$ cat src/design/catmull_rom_segment_subdivider_top_defines.svh
// Assertion macros for the Catmull-Rom segment subdivider.
// Included by the RTL files that carry concurrent assertions.
`ifndef CATMULL_ROM_SEGMENT_SUBDIVIDER_TOP_DEFINES_SVH
`define CATMULL_ROM_SEGMENT_SUBDIVIDER_TOP_DEFINES_SVH
`ifndef ASSERT_OFF
`define CRS_ASSERT(lbl, clk, rst_n, prop, msg) \
  lbl: assert property (@(posedge clk) disable iff (!rst_n) prop) else $error(msg);
`define CRS_ASSERT_ALWAYS(lbl, clk, prop, msg) \
  lbl: assert property (@(posedge clk) prop) else $error(msg);
`else
`define CRS_ASSERT(lbl, clk, rst_n, prop, msg)
`define CRS_ASSERT_ALWAYS(lbl, clk, prop, msg)
`endif
`endif

$ cat src/design/crss_pkg.sv
// Package of the Catmull-Rom segment subdivider: widths, constants and item types.
// No dependencies.
`timescale 1ns / 1ps
`default_nettype none
package crss_pkg;
  localparam int unsigned COORD_BITS    = 20;
  localparam int unsigned MAX_STEPS     = 63;
  localparam int unsigned SPACING_W     = 12;
  localparam logic [SPACING_W-1:0] SPACING_RESET = 12'd48;
  localparam int unsigned DIFF_CLAMP_W  = 21;
  localparam int unsigned MUL_B_W       = 22;
  localparam int unsigned DIV_NUM_W     = 22;
  localparam int unsigned FRAC_W        = 16;

  typedef logic signed [COORD_BITS-1:0] coord_t;

  typedef struct packed {
    coord_t point0_x;
    coord_t point0_y;
    coord_t point1_x;
    coord_t point1_y;
    coord_t point2_x;
    coord_t point2_y;
    coord_t point3_x;
    coord_t point3_y;
    logic   last_segment;
  } in_item_t;

  typedef struct packed {
    coord_t out_x;
    coord_t out_y;
    logic   run_end;
  } out_item_t;
endpackage
`default_nettype wire

$ cat src/design/catmull_rom_segment_subdivider_top.sv
// Catmull-Rom segment subdivider: one shared multiplier, divider and root step
// under a one-hot sequencer. Depends on crss_pkg and the defines header.
// After accept: square both chord differences and sum them, take the root, divide it
// by spacing for the step count, then per point: divide for u, 6 Horner multiplies, emit.
// With last_segment, point2 follows as a closing point. Busy meanwhile, so no new item is
// taken until the last point is out. Reset clears the sequencer and output strobe; spacing
// returns to 48.
`timescale 1ns / 1ps
`default_nettype none
`include "catmull_rom_segment_subdivider_top_defines.svh"
module catmull_rom_segment_subdivider_top #(
  parameter int unsigned MAX_STEPS = crss_pkg::MAX_STEPS
) (
  input  wire logic                           clk_i,
  input  wire logic                           rst_ni,
  input  wire logic                           cfg_we_i,
  input  wire logic [crss_pkg::SPACING_W-1:0] cfg_wdata_i,
  input  wire logic                           start,
  input  crss_pkg::in_item_t                  in_item_i,
  output logic                                busy,
  output logic                                out_valid_o,
  output crss_pkg::out_item_t                 out_item_o
);
  import crss_pkg::*;

  localparam int unsigned CW     = COORD_BITS + 5;
  localparam int unsigned DW     = COORD_BITS + 1;
  localparam int unsigned AW     = (DW > DIFF_CLAMP_W) ? DW : DIFF_CLAMP_W;
  localparam int unsigned MA     = (CW > MUL_B_W) ? CW : MUL_B_W;
  localparam int unsigned PW     = MA + MUL_B_W;
  localparam int unsigned SW     = $clog2(MAX_STEPS + 1);
  localparam int unsigned SQW    = 2 * DIFF_CLAMP_W;
  localparam int unsigned ROOT_W = DIFF_CLAMP_W;
  localparam int unsigned REM_W  = ROOT_W + 4;
  localparam int unsigned CNT_W  = $clog2(DIV_NUM_W);

  typedef enum logic [7:0] {
    S_IDLE  = 8'b0000_0001,
    S_SQ    = 8'b0000_0010,
    S_ROOT  = 8'b0000_0100,
    S_DSTEP = 8'b0000_1000,
    S_DU    = 8'b0001_0000,
    S_HORN  = 8'b0010_0000,
    S_EMIT  = 8'b0100_0000,
    S_LAST  = 8'b1000_0000
  } state_e;

  state_e                state_q, state_d;
  logic [SPACING_W-1:0]  spacing_q;
  coord_t                pts_q [8];
  logic                  last_q;
  logic [SQW-1:0]        sumsq_q, sumsq_d;
  logic [CNT_W-1:0]      cnt_q, cnt_d;
  logic [ROOT_W-1:0]     root_q, root_d;
  logic [REM_W-1:0]      rem_q, rem_d;
  logic [DIV_NUM_W-1:0]  dnum_q, dnum_d, dquo_q, dquo_d;
  logic [SPACING_W:0]    drem_q, drem_d;
  logic [SPACING_W-1:0]  dden_q, dden_d;
  logic [SW-1:0]         steps_q, steps_d, s_q, s_d;
  logic [FRAC_W-1:0]     u_q, u_d;
  logic signed [CW-1:0]  acc_q [2];
  logic signed [CW-1:0]  acc_d [2];
  logic                  out_valid_q, out_valid_d;
  out_item_t             out_item_q, out_item_d;

  logic signed [CW-1:0]  a0 [2], a1 [2], a2 [2], a3 [2];
  logic signed [CW-1:0]  e0 [2], e1 [2], e2 [2], e3 [2];
  logic signed [DW-1:0]  diff [2];
  logic [DW-1:0]         mag [2];
  logic [AW-1:0]         magw [2];
  logic [DIFF_CLAMP_W-1:0] dabs [2];
  logic signed [MA-1:0]  mul_a;
  logic signed [MUL_B_W-1:0] mul_b;
  logic signed [PW-1:0]  prod, rnd_full, half_c;
  logic signed [CW-1:0]  rnd, coef_n, fin [2];
  coord_t                sat [2];
  logic [REM_W-1:0]      rtrial, rshift;
  logic [SPACING_W:0]    dt, dden_x;
  logic                  dge;
  logic [DIV_NUM_W-1:0]  quo_n;
  logic                  ax;

  always_comb begin
    for (int i = 0; i < 2; i++) begin
      e0[i] = CW'(pts_q[i]);
      e1[i] = CW'(pts_q[2+i]);
      e2[i] = CW'(pts_q[4+i]);
      e3[i] = CW'(pts_q[6+i]);
      a0[i] = e1[i] <<< 1;
      a1[i] = e2[i] - e0[i];
      a2[i] = (e0[i] <<< 1) - (e1[i] <<< 2) - e1[i] + (e2[i] <<< 2) - e3[i];
      a3[i] = e3[i] - e0[i] + (e1[i] <<< 1) + e1[i] - (e2[i] <<< 1) - e2[i];
      diff[i] = DW'(pts_q[4+i]) - DW'(pts_q[2+i]);
      mag[i]  = diff[i][DW-1] ? DW'(-diff[i]) : DW'(diff[i]);
      magw[i] = AW'(mag[i]);
      dabs[i] = (magw[i] > (AW'(1) << (DIFF_CLAMP_W - 1))) ?
                (DIFF_CLAMP_W'(1) << (DIFF_CLAMP_W - 1)) : magw[i][DIFF_CLAMP_W-1:0];
      fin[i]  = (acc_q[i] + CW'(1)) >>> 1;
      if (fin[i] > CW'(signed'({1'b0, {(COORD_BITS-1){1'b1}}}))) begin
        sat[i] = {1'b0, {(COORD_BITS-1){1'b1}}};
      end else if (fin[i] < CW'(signed'({1'b1, {(COORD_BITS-1){1'b0}}}))) begin
        sat[i] = {1'b1, {(COORD_BITS-1){1'b0}}};
      end else begin
        sat[i] = fin[i][COORD_BITS-1:0];
      end
    end
  end

  assign ax = cnt_q[0];

  always_comb begin
    if (state_q == S_HORN) begin
      mul_a = MA'(acc_q[ax]);
      mul_b = signed'({{(MUL_B_W-FRAC_W){1'b0}}, u_q});
    end else begin
      mul_a = signed'({{(MA-DIFF_CLAMP_W){1'b0}}, dabs[ax]});
      mul_b = signed'({{(MUL_B_W-DIFF_CLAMP_W){1'b0}}, dabs[ax]});
    end
  end

  assign prod     = PW'(mul_a) * PW'(mul_b);
  assign half_c   = PW'(1) << (FRAC_W - 1);
  assign rnd_full = (prod + half_c) >>> FRAC_W;
  assign rnd      = rnd_full[CW-1:0];

  always_comb begin
    case (cnt_q[2:1])
      2'd0:    coef_n = a2[ax];
      2'd1:    coef_n = a1[ax];
      default: coef_n = a0[ax];
    endcase
  end

  assign rshift = {rem_q[REM_W-3:0], sumsq_q[SQW-1 -: 2]};
  assign rtrial = {2'b00, root_q, 2'b01};
  assign dden_x = {1'b0, dden_q};
  assign dt     = {drem_q[SPACING_W-1:0], dnum_q[DIV_NUM_W-1]};
  assign dge    = (dt >= dden_x);
  assign quo_n  = {dquo_q[DIV_NUM_W-2:0], dge};

  always_comb begin
    state_d     = state_q;
    sumsq_d     = sumsq_q;
    cnt_d       = cnt_q;
    root_d      = root_q;
    rem_d       = rem_q;
    dnum_d      = dnum_q;
    dquo_d      = dquo_q;
    drem_d      = drem_q;
    dden_d      = dden_q;
    steps_d     = steps_q;
    s_d         = s_q;
    u_d         = u_q;
    acc_d       = acc_q;
    out_valid_d = 1'b0;
    out_item_d  = out_item_q;
    case (state_q)
      S_IDLE: begin
        if (start) begin
          state_d = S_SQ;
          sumsq_d = '0;
          cnt_d   = '0;
        end
      end
      S_SQ: begin
        sumsq_d = sumsq_q + prod[SQW-1:0];
        cnt_d   = cnt_q + CNT_W'(1);
        if (cnt_q == CNT_W'(1)) begin
          state_d = S_ROOT;
          cnt_d   = '0;
          root_d  = '0;
          rem_d   = '0;
        end
      end
      S_ROOT: begin
        sumsq_d = sumsq_q << 2;
        if (rshift >= rtrial) begin
          rem_d  = rshift - rtrial;
          root_d = {root_q[ROOT_W-2:0], 1'b1};
        end else begin
          rem_d  = rshift;
          root_d = {root_q[ROOT_W-2:0], 1'b0};
        end
        cnt_d = cnt_q + CNT_W'(1);
        if (cnt_q == CNT_W'(ROOT_W - 1)) begin
          state_d = S_DSTEP;
          cnt_d   = '0;
          dnum_d  = DIV_NUM_W'(root_d);
          drem_d  = '0;
          dquo_d  = '0;
          dden_d  = (spacing_q == '0) ? SPACING_W'(1) : spacing_q;
        end
      end
      S_DSTEP, S_DU: begin
        drem_d = dge ? (dt - dden_x) : dt;
        dquo_d = quo_n;
        dnum_d = dnum_q << 1;
        cnt_d  = cnt_q + CNT_W'(1);
        if (cnt_q == CNT_W'(DIV_NUM_W - 1)) begin
          cnt_d = '0;
          if (state_q == S_DSTEP) begin
            if (quo_n == '0) begin
              steps_d = SW'(1);
            end else if (quo_n > DIV_NUM_W'(MAX_STEPS)) begin
              steps_d = SW'(MAX_STEPS);
            end else begin
              steps_d = quo_n[SW-1:0];
            end
            s_d     = '0;
            state_d = S_DU;
            dnum_d  = '0;
            drem_d  = '0;
            dquo_d  = '0;
            dden_d  = SPACING_W'(steps_d);
          end else begin
            u_d     = quo_n[FRAC_W-1:0];
            acc_d   = a3;
            state_d = S_HORN;
          end
        end
      end
      S_HORN: begin
        acc_d[ax] = coef_n + rnd;
        cnt_d     = cnt_q + CNT_W'(1);
        if (cnt_q == CNT_W'(5)) begin
          state_d = S_EMIT;
          cnt_d   = '0;
        end
      end
      S_EMIT: begin
        out_valid_d        = 1'b1;
        out_item_d.out_x   = sat[0];
        out_item_d.out_y   = sat[1];
        out_item_d.run_end = (s_q + SW'(1) == steps_q) && !last_q;
        if (s_q + SW'(1) == steps_q) begin
          state_d = last_q ? S_LAST : S_IDLE;
        end else begin
          s_d     = s_q + SW'(1);
          state_d = S_DU;
          dnum_d  = DIV_NUM_W'({s_d, {FRAC_W{1'b0}}});
          drem_d  = '0;
          dquo_d  = '0;
        end
      end
      S_LAST: begin
        out_valid_d        = 1'b1;
        out_item_d.out_x   = pts_q[4];
        out_item_d.out_y   = pts_q[5];
        out_item_d.run_end = 1'b1;
        state_d            = S_IDLE;
      end
      default: state_d = S_IDLE;
    endcase
  end

  always_ff @(posedge clk_i or negedge rst_ni) begin
    if (!rst_ni) begin
      state_q     <= S_IDLE;
      spacing_q   <= SPACING_RESET;
      cnt_q       <= '0;
      steps_q     <= '0;
      s_q         <= '0;
      out_valid_q <= 1'b0;
    end else begin
      state_q     <= state_d;
      cnt_q       <= cnt_d;
      steps_q     <= steps_d;
      s_q         <= s_d;
      out_valid_q <= out_valid_d;
      if (cfg_we_i) begin
        spacing_q <= cfg_wdata_i;
      end
    end
  end

  always_ff @(posedge clk_i) begin
    sumsq_q    <= sumsq_d;
    root_q     <= root_d;
    rem_q      <= rem_d;
    dnum_q     <= dnum_d;
    dquo_q     <= dquo_d;
    drem_q     <= drem_d;
    dden_q     <= dden_d;
    u_q        <= u_d;
    acc_q      <= acc_d;
    out_item_q <= out_item_d;
    if (state_q == S_IDLE && start) begin
      pts_q[0] <= in_item_i.point0_x;
      pts_q[1] <= in_item_i.point0_y;
      pts_q[2] <= in_item_i.point1_x;
      pts_q[3] <= in_item_i.point1_y;
      pts_q[4] <= in_item_i.point2_x;
      pts_q[5] <= in_item_i.point2_y;
      pts_q[6] <= in_item_i.point3_x;
      pts_q[7] <= in_item_i.point3_y;
      last_q   <= in_item_i.last_segment;
    end
  end

  assign busy        = (state_q != S_IDLE);
  assign out_valid_o = out_valid_q;
  assign out_item_o  = out_item_q;

  `CRS_ASSERT(a_accept_busy, clk_i, rst_ni, start && !busy |=> busy, "accepted item not busy")
  `CRS_ASSERT(a_strobe_src, clk_i, rst_ni, out_valid_o |-> $past(state_q == S_EMIT || state_q == S_LAST), "strobe without emit")
  `CRS_ASSERT(a_end_idle, clk_i, rst_ni, out_valid_o && out_item_o.run_end |-> !busy, "run end while busy")
  `CRS_ASSERT(a_step_rng, clk_i, rst_ni, state_q == S_HORN |-> (steps_q != '0 && steps_q <= SW'(MAX_STEPS) && s_q < steps_q), "step out of range")
  `CRS_ASSERT(a_cnt_rng, clk_i, rst_ni, cnt_q <= CNT_W'(DIV_NUM_W - 1), "counter out of range")
  `CRS_ASSERT_ALWAYS(a_rst_quiet, clk_i, !rst_ni |=> !out_valid_o, "strobe after reset")
endmodule
`default_nettype wire

$ cat config.mk
export PLATFORM = sky130hd
export DESIGN_NAME = catmull_rom_segment_subdivider_top
export DESIGN_NICKNAME = d
export VERILOG_FILES = /design/src/design/crss_pkg.sv /design/src/design/catmull_rom_segment_subdivider_top.sv
export VERILOG_INCLUDE_DIRS = /design/src /design/src/design
export SDC_FILE = /design/constraint.sdc
export NUM_CORES = 2
export LEC_CHECK = 0
export BUFFER_PORTS_ARGS = -buffer_cell sky130_fd_sc_hd__buf_2
export CORE_UTILIZATION = 55
export CTS_BUF_LIST = sky130_fd_sc_hd__clkbuf_4
export DETAILED_ROUTE_END_ITERATION = 12
export PLACE_DENSITY_LB_ADDON = 0.2
export SYNTH_ARGS = -nofsm -noshare
export SYNTH_HDL_FRONTEND = slang
export SYNTH_SLANG_ARGS = --single-unit
$ cat constraint.sdc
create_clock -name clk_i -period 31.4 [get_ports clk_i]
set_clock_uncertainty 0.1 [all_clocks]
set_input_delay 1.57 -clock clk_i [delete_from_list [all_inputs] [get_ports clk_i]]
set_output_delay 1.57 -clock clk_i [all_outputs]
set_load 0.05 [all_outputs]
==> results.md <==
- The number of standard-cell rows in the floorplan is 119.
- The number of input and output port buffers inserted is 219.
- The area of the die is 0.108 mm^2.
- TritonCTS built the clock tree.
- The final critical-path setup slack is 15.63 ns.
- Hold repair after CTS inserted 0 buffers.
- The arrival time of the worst setup path is 16.38 ns.
- The number of search-and-repair iterations in the first detailed-routing pass is 12.
- The simple-gate share of the synthesized area is 13.6%.
- The routability congestion estimate from global placement is 1.02.
- The critical-path maximum fanout is 21.
- The half-perimeter wire length after placement is 149 mm.
- The count of flip-flops with a built-in enable after synthesis is 421.
- The origin of the worst min-delay path is dquo_q[13]$_SDFFCE_PN0P_.
- In the routed layout, each cell is associated on average with a via count of 5.93.
- The global-route usage over all layers is 34.1%.
- The via count of the first global-routing pass is 46.7k.
- The clock sink total is 459.
- In the final routed layout, each cell accounts on average for 23.1 um.
- From synthesis to final layout, the design area changed by 7.45%.
- On the critical path, the stage with the largest delay is an instance of sky130_fd_sc_hd__o22ai_2.
- The worst setup path is captured at a flop.
- For this run, the top clock speed supported by timing is 63.4 MHz.
- The slew of the pin with the lowest slew margin is 1.35 ns.
- The root buffer cell is sky130_fd_sc_hd__clkbuf_4.
- The worst setup path is launched from a flop.
- The clock tree synthesis step divided the H-tree into 3 levels.
- Counting flops and latches in the post-synthesis netlist gives 459.
- The iteration-0 DRC count of the detailed router is 4492.
- Entering global routing, the biggest net connects 82 pins.
- For this run, design rule violations remaining after detail routing come to 4.
- The synthesized instance count is 6114.
- For this design the top-level I/O count stands at 220.
- The post-CTS setup repair buffer count is 0.
- The required time at the worst-slack endpoint is 32.01 ns.
- The clock period minus final worst setup slack is 15.77 ns.
- The post-synthesis share of cell area spent on xor and xnor gates is 5.27%.
- Clock latency on the worst-skew pair, taken at its later pin, is 1.00 ns.
- Max-cap violations in this run came to 0.
- The worst setup slack after placement is 15.88 ns.
- Setup repair after global routing left no endpoint under its margin.
- The worst hold-check path type is reg2reg.
- The per-instance average area after synthesis is 9.62 um^2.
- The run finished, with violations left.
- With fillers left out, the area of the finished cells amounts to 0.0632 mm^2.
- In this run the tightest slew margin relative to its limit is 9.14%.
- Summed over all layers, the global routing overflow is 0.
- Summing the areas of all compound-gate instances in the mapped netlist gives 12.8% of the synthesized area.
- The fraction of synthesized area in multiplexers is 1.94%.
- For this run, the number of Yosys warnings is 0.
- The post-place instance area is 0.0616 mm^2.
- The routed wire length is 182 mm.
- The startpoint identified for the worst register-to-register timing path is pts_q[1][0]$_DFFE_PP_.
- After synthesis, the netlist uses 114 different library cells.
- The final hold slack is 0.379 ns.
- The final max-slew violation count is 0.
- The height of the die is 329 um.
- In this design, the stage delay of the slowest critical-path cell is 1.00 ns.
- The first global-routing pass estimated 278 mm of wire.
- The net count of the finished layout is 7749.
- After synthesis the cells add up to 0.0588 mm^2.
- The post-cts repair resize count is 0.
- The dominant combinational cell family by area after synthesis is adder cells.
- The clock buffer count from CTS is 113.
- The most frequently used flop master after synthesis is sky130_fd_sc_hd__edfxtp_1.
- The final critical-path share of the clock period is 50.2%.
- In the synthesized netlist the async set-or-reset flop fraction comes to 8.28%.
- The number of antenna violations at the first check in global routing is 6.
- The clock-pin transition on the worst setup and hold timing paths is 0.07 ns.
- The fraction of final layout cells sized beyond drive strength 1 is 9.20%.
- The final number of setup-violating endpoints is 0.
- Measured along the x axis, the die boundary spans 329 um.
- The final antenna-violating net count is 0.
- The sequential area share after synthesis is 23.1%.
- The checks that failed: design-rule violations.
- The total via count after detailed routing is 46.7k.
- The setup TNS is 0 ns.
- The beginning of the critical path is pts_q[1][0]$_DFFE_PP_.
- The core box area is 0.106 mm^2.
- The most frequent cell on the critical path is sky130_fd_sc_hd__fa_1.
- The final-report hold violation count was 0.
- No sink is reached through more buffers than the 3 on the longest clock path.
- The critical path is of the reg2reg type.
- Summing the areas of all fa, ha and maj instances in the mapped netlist gives 35.5% of the synthesized area.
- The initial utilization of the core area, before any placement, comes to 55.7%.
-- cells in the final DEF (no fill, tap or decap), types with 57 or more instances in the layout --
master and count:
sky130_fd_sc_hd__ha_1 411, sky130_fd_sc_hd__and2_1 100, sky130_fd_sc_hd__clkbuf_4 149, sky130_fd_sc_hd__inv_1 1006, sky130_fd_sc_hd__nand2_1 594, sky130_fd_sc_hd__o21ai_0 240, sky130_fd_sc_hd__nand2b_1 57, sky130_fd_sc_hd__edfxtp_1 421
sky130_fd_sc_hd__a21o_1 90, sky130_fd_sc_hd__xor2_1 122, sky130_fd_sc_hd__buf_2 219, sky130_fd_sc_hd__nand3_1 148, sky130_fd_sc_hd__nor3_1 98, sky130_fd_sc_hd__nor2b_1 73, sky130_fd_sc_hd__mux2i_1 63, sky130_fd_sc_hd__xnor2_1 230
sky130_fd_sc_hd__nor2_1 383, sky130_fd_sc_hd__fa_1 787, sky130_fd_sc_hd__buf_4 73, sky130_fd_sc_hd__a21oi_1 257
-- final timing paths --
check                                           endpoint  slack, ns  depth (start not counted)
worst max-delay path                 acc_q[24]$_DFFE_PP_      15.63                         48
worst min-delay path                   u_q[14]$_DFFE_PP_       0.38                          0
min in group asynchronous       spacing_q[3]$_DFFE_PN0P_       0.61                          1
max in group asynchronous           cnt_q[0]$_DFFE_PN0P_      29.88                          1
worst max register to register       acc_q[24]$_DFFE_PP_      15.63                         48
worst min register to register         u_q[14]$_DFFE_PP_       0.38                          0
-- Yosys cell counts (29+ instances only) --
| master | instances | area share (%) |
|---|---|---|
| sky130_fd_sc_hd__nand2_1 | 596 | 3.8 |
| sky130_fd_sc_hd__o21a_1 | 56 | 0.72 |
| sky130_fd_sc_hd__xnor2_1 | 230 | 3.4 |
| sky130_fd_sc_hd__edfxtp_1 | 421 | 22 |
| sky130_fd_sc_hd__nor3_1 | 98 | 0.83 |
| sky130_fd_sc_hd__nor2_1 | 385 | 2.5 |
| sky130_fd_sc_hd__o21bai_1 | 35 | 0.45 |
| sky130_fd_sc_hd__a21o_1 | 90 | 1.1 |
| sky130_fd_sc_hd__nand2b_1 | 57 | 0.61 |
| sky130_fd_sc_hd__ha_1 | 411 | 8.7 |
| sky130_fd_sc_hd__o211ai_1 | 45 | 0.57 |
| sky130_fd_sc_hd__or3_1 | 34 | 0.36 |
| sky130_fd_sc_hd__and2_1 | 101 | 1.1 |
| sky130_fd_sc_hd__clkbuf_1 | 129 | 0.82 |
| sky130_fd_sc_hd__nand4_1 | 35 | 0.37 |
| sky130_fd_sc_hd__nor2b_1 | 74 | 0.79 |
| sky130_fd_sc_hd__a31oi_1 | 41 | 0.44 |
| sky130_fd_sc_hd__inv_1 | 1006 | 6.4 |
| sky130_fd_sc_hd__mux2i_1 | 64 | 1.1 |
| sky130_fd_sc_hd__nand3_1 | 148 | 1.3 |
| sky130_fd_sc_hd__nor4_1 | 29 | 0.31 |
| sky130_fd_sc_hd__xor2_1 | 122 | 1.8 |
| sky130_fd_sc_hd__fa_1 | 787 | 27 |
| sky130_fd_sc_hd__dfrtp_1 | 35 | 1.5 |
| sky130_fd_sc_hd__o22ai_1 | 32 | 0.34 |
| sky130_fd_sc_hd__a211oi_1 | 48 | 0.61 |
| sky130_fd_sc_hd__o21ai_0 | 241 | 2.1 |
| sky130_fd_sc_hd__a21oi_1 | 260 | 2.2 |
| sky130_fd_sc_hd__and3_1 | 55 | 0.59 |
-- state kept, by name, indices dropped and copies added (netlist names), 8 cells and up --
register,cells
acc_q,50
dden_q,12
dnum_q,22
dquo_q,21
drem_q,12
out_item_o,41
pts_q,160
rem_q,23
root_q,21
spacing_q,12
state_q,8
sumsq_q,42
u_q,16
-- metrics by stage --
stage | utilization (%) | std cells
after floorplan | - | 6146
after global placement | 58.4 | 7650
after detailed placement | 58.4 | 7650
after CTS | 59.8 | 7860
after global routing | 59.8 | 7866
final | 59.8 | 7866
-- final cells by class --
class,count,area [um^2]
fillers,9202,42400
multi-input cells,4500,40900
flip-flops and latches,459,13600
inverters,1008,3780
well taps,1391,1740
repair buffers,292,1640
clock buffers,149,1120
clock inverters,61,405
diodes,6,15.0
-- logic make-up (layout without fill, tap and decap cells) --
| kind of cell | after synthesis | in the layout |
|---|---|---|
| adder cells (fa/ha/maj) | 1198 | 1198 |
| multiplexers | 98 | 98 |
| flip-flops | 459 | 459 |
| buffers and inverters | 1187 | 1510 |
| XOR/XNOR | 353 | 353 |
| AND/OR/NAND/NOR | 1697 | 1697 |
| AO/OA/AOI/OAI | 1120 | 1120 |
| other | 2 | 40 |
-- layer usage --
metal	vias to the layer above	track usage, %	wire, um
li1	21046	-	-
met1	23011	46.7	74100
met2	2211	53.3	81800
met3	392	5.87	17100
met4	4	15.2	8970
met5	-	0	28
-- worst max-delay path, delay by kind of cell, from the launching register on --
kind | cells | cell delay, ns
AO/OA/AOI/OAI | 16 | 5.23
flip-flops | 1 | 0.40
adder cells (fa/ha/maj) | 11 | 4.96
AND/OR/NAND/NOR | 15 | 4.14
buffers and inverters | 4 | 0.36
XOR/XNOR | 2 | 0.33
Power is not shown: default switching activity piles up to over one toggle a cycle in this logic, so the estimate is an artifact.
